**src/fcd_pkg.sv**
```systemverilog
// Shared types, codes and helper functions for the framed command decoder.
// No dependencies; every other RTL file except fcd_ram refers to it by scoped names.
package fcd_pkg;

    // Defaults for the top-level parameters
    localparam int FRAME_DEPTH_DEF = 12;
    localparam int TICK_WIDTH_DEF  = 16;

    // Stream and configuration port widths
    localparam int S_TDATA_W  = 8;
    localparam int S_TUSER_W  = 1;
    localparam int M_TDATA_W  = 24;
    localparam int M_TUSER_W  = 4;
    localparam int CFG_ADDR_W = 2;
    localparam int CFG_DATA_W = 16;
    localparam int VALUE_W    = 10;

    // Configuration register indexes
    localparam logic [CFG_ADDR_W-1:0] CFG_JET_TICKS = 2'd0;
    localparam logic [CFG_ADDR_W-1:0] CFG_ON_SPEED  = 2'd1;
    localparam logic [CFG_ADDR_W-1:0] CFG_LOW_LIMIT = 2'd2;

    // Configuration reset values
    localparam logic [15:0] JET_TICKS_RST = 16'd200;
    localparam logic [7:0]  ON_SPEED_RST  = 8'd250;
    localparam logic [7:0]  LOW_LIMIT_RST = 8'd50;

    // Value limits
    localparam logic [VALUE_W-1:0] VALUE_MAX = 10'd999;
    localparam logic [VALUE_W-1:0] SPEED_MAX = 10'd255;

    // Protocol characters
    localparam logic [7:0] CH_LT   = 8'h3C;  // '<'
    localparam logic [7:0] CH_GT   = 8'h3E;  // '>'
    localparam logic [7:0] CH_O    = 8'h6F;  // 'o'
    localparam logic [7:0] CH_C    = 8'h63;  // 'c'
    localparam logic [7:0] CH_J    = 8'h6A;  // 'j'
    localparam logic [7:0] CH_ZERO = 8'h30;  // '0'
    localparam logic [7:0] CH_NINE = 8'h39;  // '9'

    typedef enum logic [3:0] {
        ST_NONE    = 4'd0,
        ST_ON      = 4'd1,
        ST_OFF     = 4'd2,
        ST_SPEED   = 4'd3,
        ST_HIGH    = 4'd4,
        ST_LOW     = 4'd5,
        ST_JET     = 4'd6,
        ST_BADJET  = 4'd7,
        ST_UNKNOWN = 4'd8,
        ST_CHECK   = 4'd9,
        ST_FRAME   = 4'd10
    } status_t;

    typedef enum logic [1:0] {
        FSM_IDLE,
        FSM_WALK,
        FSM_DRAIN,
        FSM_EXEC
    } fsm_state_t;

    // Controller to datapath
    typedef struct packed {
        logic take;   // input word accepted this cycle
        logic walk;   // issue a frame buffer read this cycle
        logic exec;   // evaluate the walked frame and load the result
    } ctrl_cmd_t;

    // Datapath to controller
    typedef struct packed {
        logic out_free;    // output register can take a word
        logic walk_start;  // word at the input closes a frame that needs a walk
        logic walk_last;   // current read address is the last buffered byte
    } ctrl_sts_t;

    function automatic logic is_digit(input logic [7:0] b);
        is_digit = (b >= CH_ZERO) && (b <= CH_NINE);
    endfunction

    function automatic logic [3:0] digit_val(input logic [7:0] b);
        logic [7:0] d;
        d = b - CH_ZERO;
        digit_val = d[3:0];
    endfunction

    // Reduce a running sum below 400 to its value mod 100
    function automatic logic [6:0] mod100(input logic [8:0] x);
        logic [8:0] r;
        if (x >= 9'd300) begin
            r = x - 9'd300;
        end else if (x >= 9'd200) begin
            r = x - 9'd200;
        end else if (x >= 9'd100) begin
            r = x - 9'd100;
        end else begin
            r = x;
        end
        mod100 = r[6:0];
    endfunction

endpackage

```
**src/fcd_ram.sv**
```systemverilog
// Generic single-write, single-read RAM with registered read data.
// No dependencies.
module fcd_ram #(
    parameter int WIDTH = 8,
    parameter int DEPTH = 12
) (
    input  logic                     aclk,
    input  logic                     we,
    input  logic [$clog2(DEPTH)-1:0] waddr,
    input  logic [WIDTH-1:0]         wdata,
    input  logic [$clog2(DEPTH)-1:0] raddr,
    output logic [WIDTH-1:0]         rdata
);

    logic [WIDTH-1:0] mem [DEPTH];
    logic [WIDTH-1:0] rdata_reg;

    always_ff @(posedge aclk) begin
        if (we) begin
            mem[waddr] <= wdata;
        end
        rdata_reg <= mem[raddr];
    end

    assign rdata = rdata_reg;

endmodule

```
**src/fcd_datapath.sv**
```systemverilog
// Datapath of the framed command decoder: frame buffer, checksum and argument
// accumulators, conveyor and jet state, config registers, output register.
// Depends on fcd_pkg and fcd_ram.
module fcd_datapath #(
    parameter int FRAME_DEPTH = fcd_pkg::FRAME_DEPTH_DEF,
    parameter int TICK_WIDTH  = fcd_pkg::TICK_WIDTH_DEF
) (
    input  logic                            aclk,
    input  logic                            aresetn,
    input  logic [fcd_pkg::S_TDATA_W-1:0]   s_tdata,
    input  logic [fcd_pkg::S_TUSER_W-1:0]   s_tuser,
    output logic                            m_tvalid,
    input  logic                            m_tready,
    output logic [fcd_pkg::M_TDATA_W-1:0]   m_tdata,
    output logic [fcd_pkg::M_TUSER_W-1:0]   m_tuser,
    input  logic                            cfg_wr_en,
    input  logic [fcd_pkg::CFG_ADDR_W-1:0]  cfg_addr,
    input  logic [fcd_pkg::CFG_DATA_W-1:0]  cfg_wdata,
    input  fcd_pkg::ctrl_cmd_t              cmd,
    output fcd_pkg::ctrl_sts_t              sts
);

    localparam int ADDR_W    = $clog2(FRAME_DEPTH);
    localparam int LEN_W     = $clog2(FRAME_DEPTH + 1);
    localparam int VALUE_W_L = fcd_pkg::VALUE_W;

    // Configuration
    logic [15:0] jet_ticks_reg;
    logic [7:0]  on_speed_reg;
    logic [7:0]  low_limit_reg;

    // Frame capture
    logic             cap_reg, cap_next;
    logic             ovf_reg, ovf_next;
    logic [LEN_W-1:0] len_reg, len_next;
    logic             buf_we;
    logic [7:0]       buf_rdata;

    // Conveyor and jets
    logic                  belt_on_reg, belt_on_next;
    logic [7:0]            speed_reg, speed_next;
    logic [TICK_WIDTH-1:0] jet_cnt_reg [2];
    logic [TICK_WIDTH-1:0] jet_cnt_next [2];
    logic [TICK_WIDTH+15:0] jet_ticks_wide;
    logic [TICK_WIDTH-1:0] jet_reload;

    // Frame walk
    logic [LEN_W-1:0]   rd_idx_reg;
    logic               proc_vld_reg;
    logic [LEN_W-1:0]   proc_idx_reg;
    logic [LEN_W-1:0]   body_len;
    logic [6:0]         sum_reg, sum_next;
    logic [VALUE_W_L-1:0] arg_reg, arg_next;
    logic               arg_run_reg, arg_run_next;
    logic [7:0]         cmd_byte_reg;
    logic [7:0]         hi_reg;
    logic [7:0]         lo_reg;
    logic [13:0]        arg_prod;
    logic [6:0]         check_val;
    logic               check_ok;

    // Output register
    logic                  m_valid_reg, m_valid_next;
    logic                  load;
    fcd_pkg::status_t      status_next;
    logic [VALUE_W_L-1:0]  value_next;
    fcd_pkg::status_t      out_status_reg;
    logic [VALUE_W_L-1:0]  out_value_reg;
    logic                  out_on_reg;
    logic [7:0]            out_speed_reg;
    logic                  out_j0_reg;
    logic                  out_j1_reg;

    logic       func;
    logic [7:0] rx;

    assign func = s_tuser[0];
    assign rx   = s_tdata[7:0];

    assign jet_ticks_wide = {{TICK_WIDTH{1'b0}}, jet_ticks_reg};
    assign jet_reload     = jet_ticks_wide[TICK_WIDTH-1:0];
    assign body_len       = len_reg - LEN_W'(2);

    assign sts.walk_start = !func && (rx == fcd_pkg::CH_GT) && cap_reg && !ovf_reg
                            && (len_reg >= LEN_W'(3));
    assign sts.walk_last  = (rd_idx_reg == len_reg - LEN_W'(1));
    assign sts.out_free   = !m_valid_reg || m_tready;

    fcd_ram #(
        .WIDTH (8),
        .DEPTH (FRAME_DEPTH)
    ) u_frame_buf (
        .aclk  (aclk),
        .we    (buf_we),
        .waddr (len_reg[ADDR_W-1:0]),
        .wdata (rx),
        .raddr (rd_idx_reg[ADDR_W-1:0]),
        .rdata (buf_rdata)
    );

    // Accumulate one buffered byte per cycle while the walk runs
    always_comb begin
        sum_next     = sum_reg;
        arg_next     = arg_reg;
        arg_run_next = arg_run_reg;
        arg_prod     = 14'(arg_reg) * 14'd10 + 14'(fcd_pkg::digit_val(buf_rdata));
        if (cmd.take) begin
            sum_next     = '0;
            arg_next     = '0;
            arg_run_next = 1'b1;
        end else if (proc_vld_reg) begin
            if (proc_idx_reg < body_len) begin
                sum_next = fcd_pkg::mod100({2'b00, sum_reg} + {1'b0, buf_rdata});
                if (proc_idx_reg != '0 && arg_run_reg) begin
                    if (fcd_pkg::is_digit(buf_rdata)) begin
                        arg_next = (arg_prod > 14'(fcd_pkg::VALUE_MAX))
                                   ? fcd_pkg::VALUE_MAX : arg_prod[VALUE_W_L-1:0];
                    end else begin
                        arg_run_next = 1'b0;
                    end
                end
            end
        end
    end

    assign check_val = 7'({3'b000, fcd_pkg::digit_val(hi_reg)} * 7'd10)
                       + {3'b000, fcd_pkg::digit_val(lo_reg)};
    assign check_ok  = fcd_pkg::is_digit(hi_reg) && fcd_pkg::is_digit(lo_reg)
                       && (check_val == sum_reg);

    // Item handling, command execution and result selection
    always_comb begin
        cap_next     = cap_reg;
        ovf_next     = ovf_reg;
        len_next     = len_reg;
        belt_on_next = belt_on_reg;
        speed_next   = speed_reg;
        jet_cnt_next = jet_cnt_reg;
        buf_we       = 1'b0;
        load         = 1'b0;
        status_next  = fcd_pkg::ST_NONE;
        value_next   = '0;

        if (cmd.take) begin
            load = !sts.walk_start;
            if (func) begin
                for (int k = 0; k < 2; k++) begin
                    if (jet_cnt_reg[k] != '0) begin
                        jet_cnt_next[k] = jet_cnt_reg[k] - TICK_WIDTH'(1);
                    end
                end
            end else if (rx == fcd_pkg::CH_LT) begin
                cap_next = 1'b1;
                len_next = '0;
                ovf_next = 1'b0;
            end else if (rx == fcd_pkg::CH_GT) begin
                cap_next    = 1'b0;
                status_next = fcd_pkg::ST_FRAME;
            end else if (cap_reg) begin
                if (len_reg < LEN_W'(FRAME_DEPTH)) begin
                    buf_we   = 1'b1;
                    len_next = len_reg + LEN_W'(1);
                end else begin
                    ovf_next = 1'b1;
                end
            end
        end

        if (cmd.exec) begin
            load = 1'b1;
            if (!check_ok) begin
                status_next = fcd_pkg::ST_CHECK;
            end else begin
                value_next = arg_reg;
                unique case (cmd_byte_reg)
                    fcd_pkg::CH_O: begin
                        belt_on_next = !belt_on_reg;
                        speed_next   = belt_on_reg ? 8'd0 : on_speed_reg;
                        status_next  = belt_on_reg ? fcd_pkg::ST_OFF : fcd_pkg::ST_ON;
                    end
                    fcd_pkg::CH_C: begin
                        if (arg_reg > fcd_pkg::SPEED_MAX) begin
                            speed_next  = 8'hFF;
                            status_next = fcd_pkg::ST_HIGH;
                        end else begin
                            speed_next  = arg_reg[7:0];
                            status_next = (arg_reg < {2'b00, low_limit_reg})
                                          ? fcd_pkg::ST_LOW : fcd_pkg::ST_SPEED;
                        end
                    end
                    fcd_pkg::CH_J: begin
                        if (arg_reg > VALUE_W_L'(1)) begin
                            status_next = fcd_pkg::ST_BADJET;
                        end else begin
                            jet_cnt_next[arg_reg[0]] = jet_reload;
                            status_next = fcd_pkg::ST_JET;
                        end
                    end
                    default: begin
                        status_next = fcd_pkg::ST_UNKNOWN;
                    end
                endcase
            end
        end

        m_valid_next = load ? 1'b1 : (m_tready ? 1'b0 : m_valid_reg);
    end

    always_ff @(posedge aclk) begin
        if (!aresetn) begin
            jet_ticks_reg   <= fcd_pkg::JET_TICKS_RST;
            on_speed_reg    <= fcd_pkg::ON_SPEED_RST;
            low_limit_reg   <= fcd_pkg::LOW_LIMIT_RST;
            cap_reg         <= 1'b0;
            ovf_reg         <= 1'b0;
            len_reg         <= '0;
            belt_on_reg     <= 1'b0;
            speed_reg       <= '0;
            jet_cnt_reg[0]  <= '0;
            jet_cnt_reg[1]  <= '0;
            proc_vld_reg    <= 1'b0;
            m_valid_reg     <= 1'b0;
        end else begin
            if (cfg_wr_en) begin
                unique case (cfg_addr)
                    fcd_pkg::CFG_JET_TICKS: jet_ticks_reg <= cfg_wdata;
                    fcd_pkg::CFG_ON_SPEED:  on_speed_reg  <= cfg_wdata[7:0];
                    fcd_pkg::CFG_LOW_LIMIT: low_limit_reg <= cfg_wdata[7:0];
                    default: ;
                endcase
            end
            cap_reg        <= cap_next;
            ovf_reg        <= ovf_next;
            len_reg        <= len_next;
            belt_on_reg    <= belt_on_next;
            speed_reg      <= speed_next;
            jet_cnt_reg[0] <= jet_cnt_next[0];
            jet_cnt_reg[1] <= jet_cnt_next[1];
            proc_vld_reg   <= cmd.walk;
            m_valid_reg    <= m_valid_next;
        end
    end

    // Walk datapath and output payload need no reset
    always_ff @(posedge aclk) begin
        if (cmd.take) begin
            rd_idx_reg <= '0;
        end else if (cmd.walk) begin
            rd_idx_reg <= rd_idx_reg + LEN_W'(1);
        end
        proc_idx_reg <= rd_idx_reg;
        sum_reg      <= sum_next;
        arg_reg      <= arg_next;
        arg_run_reg  <= arg_run_next;
        if (proc_vld_reg) begin
            if (proc_idx_reg == '0) begin
                cmd_byte_reg <= buf_rdata;
            end
            if (proc_idx_reg == body_len) begin
                hi_reg <= buf_rdata;
            end
            if (proc_idx_reg == len_reg - LEN_W'(1)) begin
                lo_reg <= buf_rdata;
            end
        end
        if (load) begin
            out_status_reg <= status_next;
            out_value_reg  <= value_next;
            out_on_reg     <= belt_on_next;
            out_speed_reg  <= speed_next;
            out_j0_reg     <= (jet_cnt_next[0] != '0);
            out_j1_reg     <= (jet_cnt_next[1] != '0);
        end
    end

    assign m_tvalid = m_valid_reg;
    assign m_tuser  = out_status_reg;
    assign m_tdata  = {3'b000, out_j1_reg, out_j0_reg, out_speed_reg, out_on_reg,
                       out_value_reg};

endmodule

```
**src/fcd_ctrl.sv**
```systemverilog
// Controller of the framed command decoder: accepts words and sequences the
// frame buffer walk at the end of a frame. Depends on fcd_pkg.
module fcd_ctrl (
    input  logic                aclk,
    input  logic                aresetn,
    input  logic                s_tvalid,
    output logic                s_tready,
    input  fcd_pkg::ctrl_sts_t  sts,
    output fcd_pkg::ctrl_cmd_t  cmd
);

    fcd_pkg::fsm_state_t state_reg, state_next;

    always_ff @(posedge aclk) begin
        if (!aresetn) begin
            state_reg <= fcd_pkg::FSM_IDLE;
        end else begin
            state_reg <= state_next;
        end
    end

    always_comb begin
        state_next = state_reg;
        s_tready   = 1'b0;
        cmd        = '0;
        unique case (state_reg)
            fcd_pkg::FSM_IDLE: begin
                s_tready = sts.out_free;
                cmd.take = s_tvalid && sts.out_free;
                if (cmd.take && sts.walk_start) begin
                    state_next = fcd_pkg::FSM_WALK;
                end
            end
            fcd_pkg::FSM_WALK: begin
                cmd.walk = 1'b1;
                if (sts.walk_last) begin
                    state_next = fcd_pkg::FSM_DRAIN;
                end
            end
            fcd_pkg::FSM_DRAIN: begin
                state_next = fcd_pkg::FSM_EXEC;
            end
            fcd_pkg::FSM_EXEC: begin
                cmd.exec   = 1'b1;
                state_next = fcd_pkg::FSM_IDLE;
            end
        endcase
    end

endmodule

```
**src/framed_command_decoder_jet_control.sv**
```systemverilog
// Top level of the framed command decoder for a conveyor and two air jets.
// Depends on fcd_pkg, fcd_ctrl and fcd_datapath.
//
//   Input stream (s_): each word is a received serial byte or, with s_tuser
//   set, a one-millisecond tick. Every accepted word yields exactly one
//   result word (m_): status in m_tuser, argument and conveyor and jet state
//   in m_tdata. Bytes between '<' and '>' fill a FRAME_DEPTH-byte buffer; a
//   '>' closing a frame of n >= 3 buffered bytes that did not overflow walks
//   the buffer one byte per cycle to check the two decimal check digits
//   against the byte sum mod 100 and to decode the command.
//   Timing: a tick or an ordinary byte is registered into the output in the
//   cycle after it is taken; a walked frame end first passes the WALK, DRAIN and EXEC states.
//   Throughput: one word per cycle while m_tready stays high and no frame is
//   walked; after a walked '>' s_tready stays low in the WALK, DRAIN and EXEC states.
//   Stalls: the output register holds a result until taken; a new word is
//   accepted in the cycle the held result leaves, otherwise s_tready is low.
//   Reset (aresetn, synchronous, active low) closes any open frame, stops
//   the conveyor and both jets, empties the output register and reloads the
//   config registers (200 ticks, speed 250, limit 50). Write config through
//   cfg_wr_en/cfg_addr/cfg_wdata only while no word is in flight.
module framed_command_decoder_jet_control #(
    parameter int FRAME_DEPTH = fcd_pkg::FRAME_DEPTH_DEF,
    parameter int TICK_WIDTH  = fcd_pkg::TICK_WIDTH_DEF
) (
    input  logic                            aclk,
    input  logic                            aresetn,
    input  logic                            s_tvalid,
    output logic                            s_tready,
    input  logic [fcd_pkg::S_TDATA_W-1:0]   s_tdata,   // [7:0] rx_byte
    input  logic [fcd_pkg::S_TUSER_W-1:0]   s_tuser,   // [0] func (1 = tick)
    output logic                            m_tvalid,
    input  logic                            m_tready,
    // [9:0] cmd_value, [10] conveyor_on, [18:11] speed_pwm, [19] jet0_drive,
    // [20] jet1_drive, [23:21] zero
    output logic [fcd_pkg::M_TDATA_W-1:0]   m_tdata,
    output logic [fcd_pkg::M_TUSER_W-1:0]   m_tuser,   // [3:0] status
    input  logic                            cfg_wr_en,
    input  logic [fcd_pkg::CFG_ADDR_W-1:0]  cfg_addr,
    input  logic [fcd_pkg::CFG_DATA_W-1:0]  cfg_wdata
);

    fcd_pkg::ctrl_cmd_t cmd;
    fcd_pkg::ctrl_sts_t sts;

    // Sequence word acceptance and the buffer walk
    fcd_ctrl u_ctrl (
        .aclk     (aclk),
        .aresetn  (aresetn),
        .s_tvalid (s_tvalid),
        .s_tready (s_tready),
        .sts      (sts),
        .cmd      (cmd)
    );

    // Hold frame, conveyor and jet state; build the result word
    fcd_datapath #(
        .FRAME_DEPTH (FRAME_DEPTH),
        .TICK_WIDTH  (TICK_WIDTH)
    ) u_datapath (
        .aclk      (aclk),
        .aresetn   (aresetn),
        .s_tdata   (s_tdata),
        .s_tuser   (s_tuser),
        .m_tvalid  (m_tvalid),
        .m_tready  (m_tready),
        .m_tdata   (m_tdata),
        .m_tuser   (m_tuser),
        .cfg_wr_en (cfg_wr_en),
        .cfg_addr  (cfg_addr),
        .cfg_wdata (cfg_wdata),
        .cmd       (cmd),
        .sts       (sts)
    );

    // A stalled result blocks the input
    a_stall_blocks_input: assert property (@(posedge aclk) disable iff (!aresetn)
        (m_tvalid && !m_tready) |-> !s_tready)
        else $error("input accepted while a result is stalled");

    // An accepted tick reports status none in the next cycle
    a_tick_result: assert property (@(posedge aclk) disable iff (!aresetn)
        (s_tvalid && s_tready && s_tuser[0])
        |=> (m_tvalid && m_tuser == fcd_pkg::ST_NONE))
        else $error("tick did not produce its result");

    // The output register is empty when a walked frame is evaluated
    a_exec_slot_free: assert property (@(posedge aclk) disable iff (!aresetn)
        cmd.exec |-> !m_tvalid)
        else $error("frame result would overwrite a pending word");

endmodule

```
**config.mk**
```make
export PLATFORM = sky130hd
export DESIGN_NAME = framed_command_decoder_jet_control
export DESIGN_NICKNAME = d
export VERILOG_FILES = /design/src/fcd_pkg.sv /design/src/fcd_ram.sv /design/src/fcd_datapath.sv /design/src/fcd_ctrl.sv /design/src/framed_command_decoder_jet_control.sv
export SDC_FILE = /design/constraint.sdc
export NUM_CORES = 1
export LEC_CHECK = 0
export BUFFER_PORTS_ARGS = -buffer_cell sky130_fd_sc_hd__buf_4
export CAP_MARGIN = 5
export CORE_ASPECT_RATIO = 1.25
export CORE_MARGIN = 10
export CORE_UTILIZATION = 40
export DETAILED_ROUTE_END_ITERATION = 12
export GPL_TIMING_DRIVEN = 0
export PLACE_DENSITY = 0.54
export SYNTH_ARGS = -nofsm -noshare
export SYNTH_HDL_FRONTEND = slang
export SYNTH_SLANG_ARGS = --single-unit
```
**constraint.sdc**
```tcl
create_clock -name aclk -period 9.2 [get_ports aclk]
set_input_delay 0.92 -clock aclk [delete_from_list [all_inputs] [get_ports aclk]]
set_output_delay 0.92 -clock aclk [all_outputs]
set_load 0.005 [all_outputs]
```
==> summary.md <==
| Metric | Value |
|---|---|
| Class of the most critical setup path | flop to flop |
| Width of the die | 183 µm |
| Layout Cell Area excl Fill | 15200 µm² |
| Slew at the pin closest to its max-slew limit | 1.10 ns |
| Fillers | 3050 |
| Die Y | 224 µm |
| Count of nets after finishing | 1413 |
| Num ports | 62 |
| Endpoint required time on the critical path | 9.63 ns |
| Switching power share of the total | 0.247 |
| WL met1 | 14300 µm |
| Number of hold-repair buffers added at the cts stage | 0 |
| Vias after detailed routing | 9287 |
| Antenna violations before repair | 0 |
| Effective utilization at floorplan | 0.406 |
| Overall power of the completed layout | 0.00290 W |
| Setup Skew | 0.0206 ns |
| Netlist cell types | 71 |
| Post-route minimum period | 3.89 ns |
| Count of flip-flops with a built-in enable after synthesis | 145 |
| Count of endpoints failing setup in the final report | 0 |
| Flip-flop cell with the highest count after synthesis | edfxtp_1 |
| Clock tree sinks | 262 |
| Hpwl dp | 23900 µm |
| Clock power share | 0.424 |
| TritonCTS Buffers | 29 |
| DRT Wirelength | 32300 µm |
| Portion of total power attributed to sequential cells | 0.448 |
| Post-synthesis register bit count | 262 |
| Total global routing track utilization | 0.155 |
| Setup repair after global routing missed its margin | false |
| Placed Area | 14200 µm² |
| Number of setup buffers added after CTS | 0 |
| Deepest level of the CTS H-tree | 1 |
| Area growth from synthesis to layout | 14.9% |
| Worst hold path class | flop to flop |
| Crit path max fanout | 10 |
| Highest routed metal layer | met4 |
| Final worst-path cycle share | 0.423 |
| Share of async-settable or async-resettable flops after synthesis | 0 |
| Proportion of layout cells with a drive suffix above 1 | 0.125 |
| Number of instances resized during post-cts repair | 0 |
| Cell at the root of the clock tree | clkbuf_16 |
| Power Internal | 0.00218 W |
| Detail-routed via count per cell | 5.31 |
| Result of the run | finished, final reports clean |
| Number of max-cap violations | 0 |
| Power density normalized to cell area | 190 nW/µm² |
| Largest voltage drop on the vdd net | 0.175 mV |
| TritonCTS clock tree | done |
| Initial DRC count | 514 |
| Fmax | 257 MHz |
| Clk_lat worst skew | 0.56 ns |
| Gate Count Post-Synth | 1218 |
| Share of synthesized area occupied by flip-flops and latches | 0.505 |
| Leakage power figure | 6.20 nW |
| Number of remaining DRC errors | 0 |
| Via count of the first global-routing pass | 9291 |
| Synthesis warning total | 0 |
| Area of the die | 40900 µm² |
| Pre-antenna DRT Iters | 5 |
| Number of inserted diodes | 0 |
| Type of origin of the critical path | flop |
| Sort of element at the end of the critical path | flop |
| Largest register FFs | 96 |
| Clock buffer depth | 3 |
| Amount of wire on met3 after detailed routing | 1310 µm |
| Largest net degree at the start of global routing | 26 |
| Highest-count cells in the layout ignoring fill and taps | nand2_1 (174), edfxtp_1 (145), dfxtp_1 (117), ha_1 (68), buf_4 (63) |
| Worst path arrival time | 4.32 ns |
| Weighted congestion at the end of routability-driven global placement | 0.854 |
| Placeable core region | 32700 µm² |
| Switching power of the nets | 0.000716 W |
| Remaining number of nets flagged by the antenna check after routing | 0 |
| Mapped Area | 13300 µm² |
| Most common library cell in the layout ignoring fill and taps | nand2_1 |
| Gr ovfl total | 0 |
| Slew Viols, Final | 0 |
| Portion of total power attributed to combinational logic | 0.127 |
| Routed wire length on met2 | 15600 µm |
| Port Buffers | 57 |
| Global-route wire length before repair | 51300 µm |
| Relative slew slack | 0.263 |
| Hold Slack | 0.348 ns |
| Row Count | 74 |
| Clock transition time at the flip-flop clock pins of the worst setup and hold paths | 0.06 ns |
| Final-layout setup total negative slack | 0 ns |
| Synthesized area per cell | 10.9 µm² |
| Average wire per cell in the routed design | 18.5 µm |
| Number of failing hold endpoints at the final stage | 0 |
worst paths after layout:
kind | startpoint | to | slack (ns) | cells after the start
worst max-delay path | u_datapath.len_reg[1] | u_datapath.arg_reg[2] | 5.31 | 11
worst min-delay path | u_datapath.rd_idx_reg[3] | u_datapath.proc_idx_reg[3] | 0.35 | 0
worst max register to register | u_datapath.len_reg[1] | u_datapath.arg_reg[2] | 5.31 | 11
worst min register to register | u_datapath.rd_idx_reg[3] | u_datapath.proc_idx_reg[3] | 0.35 | 0
through the flow:
stage	utilization	instances	setup slack (ns)
finish	0.466	1749	5.31
global route	0.466	1749	5.01
CTS	0.466	1749	5.30
detailed placement	0.435	1695	5.29
global placement	0.435	1695	5.33
floorplan	-	1220	5.87
worst max-delay path, cell delays in order (launching register included):
cell and delay, ns:
dfxtp_1 0.48, inv_1 0.16, ha_1 0.35, ha_1 0.32
o21a_1 0.11, o21ai_1 0.16, nand3b_1 0.30, nor4b_2 0.95
nand2_1 0.16, nor3_2 0.29, nand2_1 0.20, o221a_2 0.28
power by group through the flow:
stage | logic [W] | clock network [W] | registers [W]
after floorplan | 0.000272 | 0 | 0.00132
after global placement | 0.000370 | 0 | 0.00132
after detailed placement | 0.000368 | 0 | 0.00133
after CTS | 0.000371 | 0.00125 | 0.00130
after global routing | 0.000413 | 0.00130 | 0.00130
final | 0.000369 | 0.00123 | 0.00130
synth_stat cells (all sizes together), types with 4 or more instances:
cell type  instances  area, µm²
nand2            174        653
edfxtp           145       4350
dfxtp            117       2340
ha                68        851
nor2              60        225
o21ai             51        259
inv               46        173
xor2              36        315
clkbuf            35        131
nand3             33        165
nor3              33        180
xnor2             33        289
a21oi             32        164
nor2b             26        163
mux2i             25        250
mux4              24        541
and2              22        138
o211a             21        210
a21boi            20        150
and3              19        119
buf               18        100
a21o              14        105
nand2b            12       75.1
or4               10       90.1
a22oi              9       72.6
nand4              9       56.3
or3                9       56.3
a211oi             8       60.1
a32oi              8       70.1
nor4               8       50.1
nor3b              7       52.6
o21a               7       52.6
o221a              7       78.8
nand3b             6       45.0
a31oi              5       31.3
fa                 5        100
nand4b             5       43.8
and4               4       35.0
o2111ai            4       35.0
kinds of logic after synthesis:
kind of cell | after synthesis | synth area share
fa+ha+maj | 73 | 0.0717
mux | 49 | 0.0596
simple gates | 455 | 0.175
compound gates | 210 | 0.112
buf+inv | 99 | 0.0305
other cells | 1 | 0.000283
flops | 262 | 0.505
xor+xnor | 69 | 0.0456
layer usage:
layer | vias to the layer above | GRT usage
met3 | 66 | 0.0240
met5 | - | 0
met2 | 172 | 0.268
met4 | 0 | 0.0553
met1 | 4415 | 0.191
li1 | 4634 | -
area by class of cell:
cell class / count / area, µm² / area share
buffer: 53 / 231 / 0.0152
tap: 418 / 523 / 0.0343
inverter: 46 / 173 / 0.0113
sequential: 262 / 6700 / 0.440
timing repair buffer: 57 / 428 / 0.0281
clock buffer: 32 / 737 / 0.0484
multi-input combinational: 859 / 6170 / 0.405
clock inverter: 22 / 280 / 0.0184
(Power assumes the default switching activity.)
